$ cat src/rtl/lcdws_pkg.sv
// ----------------------------------------------------------------------------
// lcdws_pkg
// Shared types, microcode word layout and the microcode program for the
// character LCD write sequencer.
// ----------------------------------------------------------------------------
package lcdws_pkg;

  typedef struct packed {
    logic [1:0] mode;
    logic [7:0] value;
    logic       row;
    logic [5:0] column;
  } req_t;

  typedef struct packed {
    logic       reg_select;
    logic       read_write;
    logic       enable;
    logic [7:0] bus_data;
    logic [5:0] hold_ms;
    logic       last;
  } phase_t;

  localparam int PC_W = 6;

  typedef enum logic [1:0] {
    MODE_INIT   = 2'd0,
    MODE_CMD    = 2'd1,
    MODE_DATA   = 2'd2,
    MODE_CURSOR = 2'd3
  } mode_t;

  // Where the pin byte comes from
  typedef enum logic {
    SRC_CONST = 1'b0,
    SRC_REQ   = 1'b1
  } src_t;

  // Which part of the request byte goes on the pins
  typedef enum logic [1:0] {
    NIB_FULL = 2'd0,
    NIB_HI   = 2'd1,
    NIB_LO   = 2'd2
  } nib_t;

  typedef struct packed {
    logic       enable;
    src_t       src;
    nib_t       nib;
    logic [7:0] data;
    logic [5:0] hold;
    logic       last;
  } ucode_t;

  typedef struct packed {
    logic   fire;    // current step emits a phase this cycle
    logic   accept;  // new request transaction taken this cycle
    ucode_t word;
  } ctl_t;

  // Program entry points
  localparam logic [PC_W-1:0] PC_INIT8 = 6'd0;
  localparam logic [PC_W-1:0] PC_INIT4 = 6'd9;
  localparam logic [PC_W-1:0] PC_BYTE8 = 6'd31;
  localparam logic [PC_W-1:0] PC_BYTE4 = 6'd33;

  function automatic ucode_t uc(logic en, src_t src, nib_t nib, logic [7:0] data,
                                logic [5:0] hold, logic last);
    ucode_t w;
    w.enable = en;
    w.src    = src;
    w.nib    = nib;
    w.data   = data;
    w.hold   = hold;
    w.last   = last;
    return w;
  endfunction

  // Constant pin byte phase
  function automatic ucode_t ucc(logic en, logic [7:0] data, logic [5:0] hold,
                                 logic last);
    return uc(en, SRC_CONST, NIB_FULL, data, hold, last);
  endfunction

  // Request byte phase
  function automatic ucode_t ucr(logic en, nib_t nib, logic [5:0] hold, logic last);
    return uc(en, SRC_REQ, nib, 8'h00, hold, last);
  endfunction

  function automatic ucode_t ucode_rom(logic [PC_W-1:0] pc);
    ucode_t w;
    case (pc)
      // init, 8-bit bus
      6'd0:  w = ucc(1'b0, 8'h00, 6'd40, 1'b0);
      6'd1:  w = ucc(1'b1, 8'h38, 6'd2,  1'b0);
      6'd2:  w = ucc(1'b0, 8'h38, 6'd0,  1'b0);
      6'd3:  w = ucc(1'b1, 8'h0C, 6'd2,  1'b0);
      6'd4:  w = ucc(1'b0, 8'h0C, 6'd0,  1'b0);
      6'd5:  w = ucc(1'b1, 8'h01, 6'd2,  1'b0);
      6'd6:  w = ucc(1'b0, 8'h01, 6'd2,  1'b0);
      6'd7:  w = ucc(1'b1, 8'h06, 6'd2,  1'b0);
      6'd8:  w = ucc(1'b0, 8'h06, 6'd2,  1'b1);
      // init, 4-bit bus
      6'd9:  w = ucc(1'b0, 8'h00, 6'd2,  1'b0);
      6'd10: w = ucc(1'b0, 8'h00, 6'd50, 1'b0);
      6'd11: w = ucc(1'b1, 8'h30, 6'd1,  1'b0);
      6'd12: w = ucc(1'b0, 8'h30, 6'd0,  1'b0);
      6'd13: w = ucc(1'b1, 8'h30, 6'd1,  1'b0);
      6'd14: w = ucc(1'b0, 8'h30, 6'd0,  1'b0);
      6'd15: w = ucc(1'b1, 8'h30, 6'd1,  1'b0);
      6'd16: w = ucc(1'b0, 8'h30, 6'd0,  1'b0);
      6'd17: w = ucc(1'b1, 8'h20, 6'd1,  1'b0);
      6'd18: w = ucc(1'b0, 8'h20, 6'd0,  1'b0);
      6'd19: w = ucc(1'b1, 8'h20, 6'd1,  1'b0);
      6'd20: w = ucc(1'b0, 8'h20, 6'd0,  1'b0);
      6'd21: w = ucc(1'b1, 8'h80, 6'd1,  1'b0);
      6'd22: w = ucc(1'b0, 8'h80, 6'd0,  1'b0);
      6'd23: w = ucc(1'b1, 8'h00, 6'd1,  1'b0);
      6'd24: w = ucc(1'b0, 8'h00, 6'd0,  1'b0);
      6'd25: w = ucc(1'b1, 8'hC0, 6'd1,  1'b0);
      6'd26: w = ucc(1'b0, 8'hC0, 6'd0,  1'b0);
      6'd27: w = ucc(1'b1, 8'h00, 6'd1,  1'b0);
      6'd28: w = ucc(1'b0, 8'h00, 6'd0,  1'b0);
      6'd29: w = ucc(1'b1, 8'h10, 6'd1,  1'b0);
      6'd30: w = ucc(1'b0, 8'h10, 6'd2,  1'b1);
      // byte write, 8-bit bus
      6'd31: w = ucr(1'b1, NIB_FULL, 6'd2, 1'b0);
      6'd32: w = ucr(1'b0, NIB_FULL, 6'd0, 1'b1);
      // byte write, 4-bit bus
      6'd33: w = ucr(1'b1, NIB_HI, 6'd1, 1'b0);
      6'd34: w = ucr(1'b0, NIB_HI, 6'd0, 1'b0);
      6'd35: w = ucr(1'b1, NIB_LO, 6'd1, 1'b0);
      6'd36: w = ucr(1'b0, NIB_LO, 6'd0, 1'b1);
      default: w = ucc(1'b0, 8'h00, 6'd0, 1'b1);
    endcase
    return w;
  endfunction

endpackage

$ cat src/rtl/char_lcd_write_sequencer_top.sv
// ----------------------------------------------------------------------------
// char_lcd_write_sequencer_top
// Character LCD write sequencer: turns requests into timed bus phases.
// ----------------------------------------------------------------------------
// Each request transaction (init, command, data or cursor set) becomes a list
// of bus phases (RS, RW, E, data pins, hold in ms), one phase per clock while
// the output side takes them. A microcode step counter emits one phase per
// cycle while the output is free, so a byte write is 2 phases on the 8-bit
// bus and 4 on the 4-bit bus; init is 9 or 22. The next request is taken in
// the cycle its predecessor's final phase is issued. The bus width register is
// written from cfg_wdata when cfg_we is high (1 selects the 4-bit bus) and is
// read when a request is taken.
module char_lcd_write_sequencer_top
  import lcdws_pkg::*;
(
  input  logic   clk,
  input  logic   rst,
  input  logic   cfg_we,
  input  logic   cfg_wdata,
  input  logic   in_valid,
  output logic   in_stall,
  input  req_t   in_data,
  output logic   out_valid,
  input  logic   out_stall,
  output phase_t out_data
);

  ctl_t ctl;
  logic out_free;

  lcdws_sequencer u_seq (
    .clk       (clk),
    .rst       (rst),
    .cfg_we    (cfg_we),
    .cfg_wdata (cfg_wdata),
    .in_valid  (in_valid),
    .in_stall  (in_stall),
    .in_data   (in_data),
    .out_free  (out_free),
    .ctl       (ctl)
  );

  lcdws_datapath u_dp (
    .clk       (clk),
    .rst       (rst),
    .in_data   (in_data),
    .ctl       (ctl),
    .out_free  (out_free),
    .out_valid (out_valid),
    .out_stall (out_stall),
    .out_data  (out_data)
  );

endmodule

$ cat src/rtl/lcdws_sequencer.sv
// ----------------------------------------------------------------------------
// lcdws_sequencer
// Step counter over the microcode program: dispatches on request mode and bus
// width, steps one control word per emitted phase, stops on the last flag.
// ----------------------------------------------------------------------------
module lcdws_sequencer
  import lcdws_pkg::*;
(
  input  logic  clk,
  input  logic  rst,
  input  logic  cfg_we,
  input  logic  cfg_wdata,
  input  logic  in_valid,
  output logic  in_stall,
  input  req_t  in_data,
  input  logic  out_free,
  output ctl_t  ctl
);

  logic            busy;
  logic [PC_W-1:0] pc;
  logic [PC_W-1:0] pc_next;
  logic            bus_width_mode;
  logic            fire;
  logic            accept;
  ucode_t          word;

  assign word     = ucode_rom(pc);
  assign fire     = busy & out_free;
  // next request may enter as the final phase leaves
  assign in_stall = busy & ~(fire & word.last);
  assign accept   = in_valid & ~in_stall;

  // mode dispatch: init programs vs. shared byte-write program
  always_comb begin
    if (in_data.mode == MODE_INIT) begin
      pc_next = bus_width_mode ? PC_INIT4 : PC_INIT8;
    end else begin
      pc_next = bus_width_mode ? PC_BYTE4 : PC_BYTE8;
    end
  end

  always_ff @(posedge clk) begin
    if (rst) begin
      busy           <= 1'b0;
      pc             <= '0;
      bus_width_mode <= 1'b0;
    end else begin
      if (cfg_we) begin
        bus_width_mode <= cfg_wdata;
      end
      if (accept) begin
        busy <= 1'b1;
        pc   <= pc_next;
      end else if (fire) begin
        if (word.last) begin
          busy <= 1'b0;
        end else begin
          pc <= pc + PC_W'(1);
        end
      end
    end
  end

  assign ctl.fire   = fire;
  assign ctl.accept = accept;
  assign ctl.word   = word;

endmodule

$ cat src/rtl/lcdws_datapath.sv
// ----------------------------------------------------------------------------
// lcdws_datapath
// Holds the request byte and RS level, builds each bus phase from the current
// control word and keeps it in the output register.
// ----------------------------------------------------------------------------
module lcdws_datapath
  import lcdws_pkg::*;
(
  input  logic   clk,
  input  logic   rst,
  input  req_t   in_data,
  input  ctl_t   ctl,
  output logic   out_free,
  output logic   out_valid,
  input  logic   out_stall,
  output phase_t out_data
);

  logic [7:0] req_byte;
  logic [7:0] req_byte_next;
  logic       req_rs;
  logic [7:0] pins;
  phase_t     phase;

  // cursor command: 0x80 | row << 6 | column
  always_comb begin
    case (in_data.mode)
      MODE_CURSOR: req_byte_next = {1'b1, in_data.row, in_data.column};
      default:     req_byte_next = in_data.value;
    endcase
  end

  always_comb begin
    if (ctl.word.src == SRC_CONST) begin
      pins = ctl.word.data;
    end else begin
      case (ctl.word.nib)
        NIB_HI:  pins = {req_byte[7:4], 4'h0};
        NIB_LO:  pins = {req_byte[3:0], 4'h0};
        default: pins = req_byte;
      endcase
    end
  end

  always_comb begin
    phase.reg_select = (ctl.word.src == SRC_REQ) & req_rs;
    phase.read_write = 1'b0;
    phase.enable     = ctl.word.enable;
    phase.bus_data   = pins;
    phase.hold_ms    = ctl.word.hold;
    phase.last       = ctl.word.last;
  end

  assign out_free = ~out_valid | ~out_stall;

  always_ff @(posedge clk) begin
    if (rst) begin
      out_valid <= 1'b0;
    end else if (out_free) begin
      out_valid <= ctl.fire;
    end
    if (out_free & ctl.fire) begin
      out_data <= phase;
    end
    if (ctl.accept) begin
      req_byte <= req_byte_next;
      req_rs   <= (in_data.mode == MODE_DATA);
    end
  end

endmodule

$ cat config.mk
export PLATFORM = sky130hd
export DESIGN_NAME = char_lcd_write_sequencer_top
export DESIGN_NICKNAME = d
export VERILOG_FILES = /design/src/rtl/lcdws_pkg.sv /design/src/rtl/char_lcd_write_sequencer_top.sv /design/src/rtl/lcdws_sequencer.sv /design/src/rtl/lcdws_datapath.sv
export SDC_FILE = /design/constraint.sdc
export NUM_CORES = 1
export LEC_CHECK = 0
export BUFFER_PORTS_ARGS = -buffer_cell sky130_fd_sc_hd__buf_2
export CAP_MARGIN = 25
export CELL_PAD_IN_SITES_DETAIL_PLACEMENT = 0
export CELL_PAD_IN_SITES_GLOBAL_PLACEMENT = 2
export CORE_ASPECT_RATIO = 1.5
export CORE_MARGIN = 3
export CORE_UTILIZATION = 35
export CTS_CLUSTER_DIAMETER = 100
export DETAILED_ROUTE_END_ITERATION = 8
export GPL_TIMING_DRIVEN = 0
export PLACE_DENSITY = 0.83
export SLEW_MARGIN = 20
export SYNTH_ARGS = -nofsm -noshare
export SYNTH_HDL_FRONTEND = slang
export SYNTH_SLANG_ARGS = --single-unit
$ cat constraint.sdc
create_clock -name clk -period 2.51 [get_ports clk]
set_input_delay 0.251 -clock clk [delete_from_list [all_inputs] [get_ports clk]]
set_output_delay 0.251 -clock clk [all_outputs]
set_load 0.02 [all_outputs]
==> results_dict.tcl, run 1 <==
set metrics [dict create \
    grt_pass1_vias 1814 \
    reg2reg_depth 11 \
    fin_setup_tns_ns 0 \
    fin_ws_ns 0.160 \
    dieHeight_um 109 \
    crit_path_start_kind "flop" \
    rows 36 \
    multiInputGateArea_mm2 0.00109 \
    track_usage_pct 14.2 \
    diodes 0 \
    critPathCaptureType "flop" \
    post-dp-hpwl_um 4150 \
    vdd_ir_drop_max_v 0.000219 \
    cts_buffer_depth 2 \
    dp_cells 359 \
    syn_avg_cell_area_um2 10.1 \
    yosysWarnings 0 \
    overflow 0 \
    ys_ff_latch 52 \
    drtIter0Drc 86 \
    rsz0062_at_grt "no" \
    drt-pass1-iter-count 4 \
    h-tree-depth 2 \
    async_reset_ff_share_pct 0 \
    synth_ff_type "dfxtp_1" \
    r2r_end "u_seq.word[1]" \
    clock_skew_ns 0.00367 \
    synth_cells 244 \
    ys_types 49 \
    synth-edff-count 25 \
    synth_area_mm2 0.00248 \
    wl_per_cell_um 15.0 \
    vias 1920 \
    drive_gt1_share_pct 27.5 \
    seqCellArea_mm2 0.00129 \
    slew_headroom_pct 42.9 \
    start_util_pct 37.1 \
    path_class "flop to flop" \
    cp.arrival_ns 2.54 \
    ioPinCount 43 \
    worstPathRequired_ns 2.70 \
    critPathMaxFanout 6 \
    tritoncts "yes" \
    final_hold_viol_count 0 \
    ff2ff_setup_slack_ns 0.16 \
    setup_viol 0 \
    area_growth_pct 18.5 \
    status "completed" \
    post-route-period-util_pct 93.6 \
    core-area_mm2 0.00667 \
    drv_cap 0 \
    grt_max_degree 17 \
    power.density_mw_per_mm2 652 \
    clk_pin_slew_ns 0.09 \
    ant_nets 0 \
    period_needed_ns 2.35 \
    portBuffers 38 \
    synth.yosys.seq_area_share_pct 52.1 \
    synth_top_area_share_pct 30.3 \
    r2r-start "u_seq.bus_width_mode" \
    cts_sinks 52 \
    drcViolationCount 0 \
    die_x_um 74.7 \
    hold_class "input pin to flop" \
    min_from "cfg_wdata" \
    nets 328 \
    antenna_found_initial 0 \
    grt_first_pass_wirelength_um 8670 \
    vias_per_cell 5.18 \
    report.final.slew_viol_count 0 \
    gp_congestion 0.833 \
    cts_root_buffer "clkbuf_8" \
    fmax_mhz 425 \
    clk_latency_ns 0.30 \
    final_cells 371 \
    dp_worst_setup_slack_ns -0.250 \
    p_leak_nw 1.24 \
    yosys-top-cells-area "edfxtp_1 (30%), dfxtp_1 (22%), ha_1 (5.6%)" \
    whs_ns 0.182 \
    wl_um 5550 \
    hold_end "u_seq.bus_width_mode" \
    yosysTopAreaCell "edfxtp_1" \
    cts_made_buffers 5 \
    fillers 669 \
    hold_path_depth 3 \
    worstMarginPinSlew_ns 0.856 \
    dieArea_mm2 0.00814 \
]
critical path, stage by stage, from the launching register on:
cell and delay [ns]:
dfxtp_1 0.37, inv_1 0.07, ha_1 0.22, o211a_1 0.16, a21oi_1 0.15, o21ai_1 0.13, nand2_2 0.15, inv_1 0.05
ha_1 0.26, and2_1 0.20, a21o_1 0.15, a311o_1 0.31
final cells by class:
cell class / instances / share of cell area, %
well taps: 76 / 3.24
clock buffers: 6 / 2.47
plain buffers: 11 / 2.26
repair buffers: 42 / 7.51
flip-flops and latches: 52 / 44.1
clock inverters: 2 / 0.554
multi-input cells: 161 / 37.2
inverters: 21 / 2.69
power by group:
group	leakage, nW	switching, mW	internal, mW	total, mW
clock	0.0414	0.267	0.199	0.466
sequential	0.464	0.0384	0.994	1.03
combinational	0.734	0.255	0.160	0.415
total	1.24	0.561	1.35	1.91
flip-flops by register name, indices dropped and copies added (netlist names):
signal,cells
u_dp.out_data,16
u_dp.out_valid,1
u_dp.req_byte,8
u_dp.req_rs,1
u_seq.bus_width_mode,1
u_seq.busy,1
u_seq.pc,6
u_seq.word,18
worst max path at each step:
stage | start | to | slack, ns
2_1_floorplan | u_dp.out_valid | u_seq.word[1] | 0.16
3_3_place_gp | u_seq.word[0] | u_seq.word[1] | -0.36
3_5_place_dp | u_seq.word[0] | u_seq.word[1] | -0.25
4_1_cts | u_seq.word[0] | u_seq.word[1] | 0.009
5_1_grt | u_seq.bus_width_mode | u_seq.word[1] | 0.0001
6_report | u_seq.bus_width_mode | u_seq.word[1] | 0.16
cells in the final DEF, fill, tap and decap left out, types with 3 or more instances in the layout:
cell type and n:
ha_1 11, inv_1 18, dfxtp_1 26, clkbuf_8 5, edfxtp_1 25, buf_2 38
o21ai_0 10, buf_4 6, a22oi_1 4, o221ai_1 3, nor3_1 4, or2_2 4
nor2b_1 6, nand3_1 15, mux2_2 7, clkbuf_1 6, nor2_1 19, mux2i_1 3
nand2_1 13, and3_1 4, a21oi_1 17, nand2b_1 3
routing by layer:
layer	up-vias	GRT usage (%)	wire length [um]	share of wire (%)
met3	18	2.31	188	3.4
li1	965	-	-	-
met1	889	16.7	2230	40
met5	-	0	0	0
met4	0	7.76	211	3.8
met2	48	24.2	2920	53
stage by stage:
stage          cell area [um2]  power (mW)  utilization [%]
2_1_floorplan             2480        1.32                -
3_3_place_gp              2770        1.44             41.5
3_5_place_dp              2770        1.44             41.5
4_1_cts                   2870        1.91             43.1
5_1_grt                   2930        2.02             44.0
6_report                  2930        1.91             44.0
synth_stat cells, drive strengths merged (2+ instances only):
| cell | instances |
|---|---|
| a211oi | 2 |
| a21oi | 17 |
| a22oi | 4 |
| a311o | 2 |
| a31oi | 2 |
| and2 | 3 |
| and3 | 4 |
| buf | 4 |
| clkbuf | 7 |
| dfxtp | 27 |
| edfxtp | 25 |
| ha | 11 |
| inv | 20 |
| mux2 | 7 |
| mux2i | 3 |
| nand2 | 15 |
| nand2b | 3 |
| nand3 | 15 |
| nor2 | 21 |
| nor2b | 6 |
| nor3 | 4 |
| o211a | 2 |
| o21a | 2 |
| o21ai | 14 |
| o221ai | 3 |
| o22a | 2 |
| or2 | 4 |
kinds of logic (layout without fill, tap and decap cells):
kind of cell | after synthesis | count (layout) | share of synthesized area, %
simple gates | 79 | 79 | 15.7
buf+inv | 32 | 82 | 5.76
compound gates | 59 | 59 | 16.3
fa+ha+maj | 11 | 11 | 5.56
flops | 52 | 52 | 52.1
mux | 10 | 10 | 4.40
other cells | 1 | 2 | 0.151
what timing repair did:
action,4_1_cts,5_1_grt
hold endpoints to repair,0,0
hold buffers,0,0
setup buffers,0,4
gates resized for setup,4,12
pin swaps,0,2
setup endpoints to repair,6,10
Power figures use the tool's default switching activity.
==> run 2, diff against run 1 <==
--- a/config.mk
+++ b/config.mk
@@ -5,13 +5,14 @@
 export SDC_FILE = /design/constraint.sdc
 export NUM_CORES = 1
 export LEC_CHECK = 0
+export ABC_AREA = 1
 export BUFFER_PORTS_ARGS = -buffer_cell sky130_fd_sc_hd__buf_2
 export CAP_MARGIN = 25
 export CELL_PAD_IN_SITES_DETAIL_PLACEMENT = 0
 export CELL_PAD_IN_SITES_GLOBAL_PLACEMENT = 2
 export CORE_ASPECT_RATIO = 1.5
 export CORE_MARGIN = 3
-export CORE_UTILIZATION = 35
+export CORE_UTILIZATION = 34
 export CTS_CLUSTER_DIAMETER = 100
 export DETAILED_ROUTE_END_ITERATION = 8
 export GPL_TIMING_DRIVEN = 0
==> run 2 against run 1 <==
Effect of this change:
- maximum frequency increased by 3.8%
- clock-buffer cell count unchanged
- sequential power increased by 5%
- critical path type unchanged
- largest cell class unchanged
- highest routed layer unchanged
==> results_dict.tcl, run 2 <==
set metrics [dict create \
    status "completed" \
    clock_skew_ns 0.0102 \
    rsz0062_at_grt "no" \
    r2r-start "u_seq.word[0]" \
    post-dp-hpwl_um 4450 \
    fin_util_pct 41.0 \
    highest_layer "met4" \
    die_x_um 77.1 \
    post_cts_buffers 0 \
    core-area_mm2 0.00732 \
    wl_met3_um 205 \
    vias_per_cell 4.61 \
    synth_ff_type "dfxtp_1" \
    synth_top_cells_by_count "nand2_1 (60), inv_1 (31), dfxtp_1 (27)" \
    largest_reg_flops 18 \
    hold_class "input pin to flop" \
    synth.yosys.seq_area_share_pct 50.0 \
    ys_ff_latch 52 \
    yosysWarnings 0 \
    synth_cells 283 \
    synth_compound_area_share_pct 6.89 \
    diodes 0 \
    placed_cell_area_mm2 0.00291 \
    cts_sinks 52 \
    synth_fa_ha_area_share_pct 5.33 \
    vdd_ir_drop_max_v 0.000236 \
    drv_cap 0 \
    wl_met2_um 3210 \
    gp_congestion 0.821 \
    vias 1992 \
    slowest_stage "dfxtp_1" \
    synth_area_mm2 0.00258 \
    layout_common_cells "nand2_1 (59), buf_2 (40), inv_1 (31)" \
    cts_root_buffer "clkbuf_8" \
    ant_nets 0 \
    clk_pin_slew_ns 0.09 \
    final_cells 432 \
    dp_cells 424 \
    whs_ns 0.152 \
    hold_path_depth 2 \
    critPathBufInv 4 \
    slew_headroom_pct 56.3 \
    reg2reg_depth 16 \
    critical_path.cell_chain "nand2_2 -> nand2_2 -> nand2_4 -> buf_6 -> inv_4 -> o21ai_1 -> o21ai_2 -> nand2_2 -> inv_1 -> ha_1 -> inv_1 -> nand2_1 -> nand2_1 -> nand2_1 -> nand2_2 -> a21oi_2" \
    ioPinCount 43 \
    h-tree-depth 2 \
    postLayoutCellArea_mm2 0.00300 \
    crit_path_start_kind "flop" \
    crit_family "simple AND/OR/NAND/NOR gates" \
    fmax_mhz 442 \
    synth-edff-count 25 \
    p_leak_nw 1.37 \
    wl_um 5680 \
    track_usage_pct 13.9 \
    dieHeight_um 113 \
    period_needed_ns 2.26 \
    yosysTopAreaCell "edfxtp_1" \
    portBuffers 40 \
    critPathMaxFanout 11 \
    min_from "rst" \
    r2r_end "u_seq.word[11]" \
    ys_types 34 \
    cp.arrival_ns 2.52 \
    critPathCaptureType "flop" \
    cts_buffer_depth 2 \
    synthMuxAreaShare_pct 3.06 \
    overflow 0 \
    cts_made_buffers 5 \
    yosysMostFrequentCell "nand2_1" \
    final_hold_viol_count 0 \
    hold_buffers 0 \
    yosys.area_share.simple_pct 26.1 \
    power.density_mw_per_mm2 713 \
    finalPower_mw 2.14 \
    layout_commonest_cell "nand2_1" \
    drive_gt1_share_pct 28.6 \
    area_growth_pct 16.3 \
    cpMostUsedCell "nand2_2" \
    drtIter0Drc 58 \
    fin_ws_ns 0.247 \
    drt-pass1-iter-count 4 \
    ctsResizeCount 2 \
    ff2ff_setup_slack_ns 0.25 \
    antenna_found_initial 0 \
    clk_latency_ns 0.31 \
    cp_slowest_stage_delay_ns 0.39 \
    nets 365 \
    worstMarginPinSlew_ns 0.655 \
    async_reset_ff_share_pct 0 \
    dp_worst_setup_slack_ns -0.185 \
    synth_xor_area_share_pct 0.679 \
    rows 38 \
    dieArea_mm2 0.00869 \
    synth_top_family_by_area "simple AND/OR/NAND/NOR gates" \
    path_class "flop to flop" \
    yosys-top-cells-area "edfxtp_1 (29%), dfxtp_1 (21%), nand2_1 (8.7%)" \
    wl_per_cell_um 13.1 \
    post-route-period-util_pct 90.2 \
    met1_length_um 2080 \
    grt_first_pass_wirelength_um 9350 \
    report.final.slew_viol_count 0 \
    worstPathRequired_ns 2.77 \
    syn_avg_cell_area_um2 9.12 \
    hold_end "u_dp.out_valid" \
    grt_max_degree 17 \
    drcViolationCount 0 \
    start_util_pct 35.2 \
    fin_setup_tns_ns 0 \
    synth_top_area_share_pct 29.1 \
    tritoncts "yes" \
    setup_viol 0 \
    grt_pass1_vias 2049 \
]
-- run 2: cell count changes in the layout (fill, tap and decap cells not counted), moves of 5 or more --
cell     change
a21oi_1     -12
inv_1       +13
nand2_1     +46
nand2_2      +8
nand2_4      +5
nand3_1     +11
nand3_2      +5
nor2b_1      -6
-- run 2: worst max path at each step --
stage                              start        endpoint  slack, ns  cells after the start
after floorplan           u_dp.out_valid  u_seq.word[11]       0.32                     14
after global placement         out_stall  u_seq.word[11]      -0.14                     18
after detailed placement       out_stall  u_seq.word[11]      -0.19                     18
after CTS                  u_seq.word[0]  u_seq.word[11]       0.08                     16
after global routing      u_dp.out_valid  u_seq.word[18]      0.007                     17
final                      u_seq.word[0]  u_seq.word[11]       0.25                     16
-- run 2: cells by family after synthesis --
family	count (synthesis)
flip-flops	52
other	1
buffers and inverters	46
adder cells (fa/ha/maj)	11
AND/OR/NAND/NOR	134
XOR/XNOR	2
multiplexers	7
AO/OA/AOI/OAI	30
-- run 2: layout make-up --
type,instances,area (um2)
fill,807,4320
inverter,38,146
sequential,52,1290
clock inverter,2,11.3
tap,100,125
timing repair buffer,40,200
buffer,8,56.3
multi-input combinational,186,1100
clock buffer,6,72.6
-- run 2: power by group --
group          switching, mW  total, mW  internal, mW
Sequential            0.0471       1.08          1.03
Clock                  0.275      0.469         0.194
Combinational          0.392      0.596         0.203
-- run 2: layer usage --
layer	track usage, %	vias up
met5	0	-
met4	7.72	0
met3	2.63	13
met2	26.6	52
met1	13.8	907
li1	-	1020
-- run 2: worst register-to-register path, stage by stage, from the launching register on --
cell     delay, ns
dfxtp_1       0.39
nand2_2       0.07
nand2_2       0.13
nand2_4       0.08
buf_6         0.15
inv_4         0.15
o21ai_1       0.11
o21ai_2       0.20
nand2_2       0.12
inv_1         0.08
ha_1          0.16
inv_1         0.04
nand2_1       0.14
nand2_1       0.12
nand2_1       0.10
nand2_2       0.07
a21oi_2       0.12
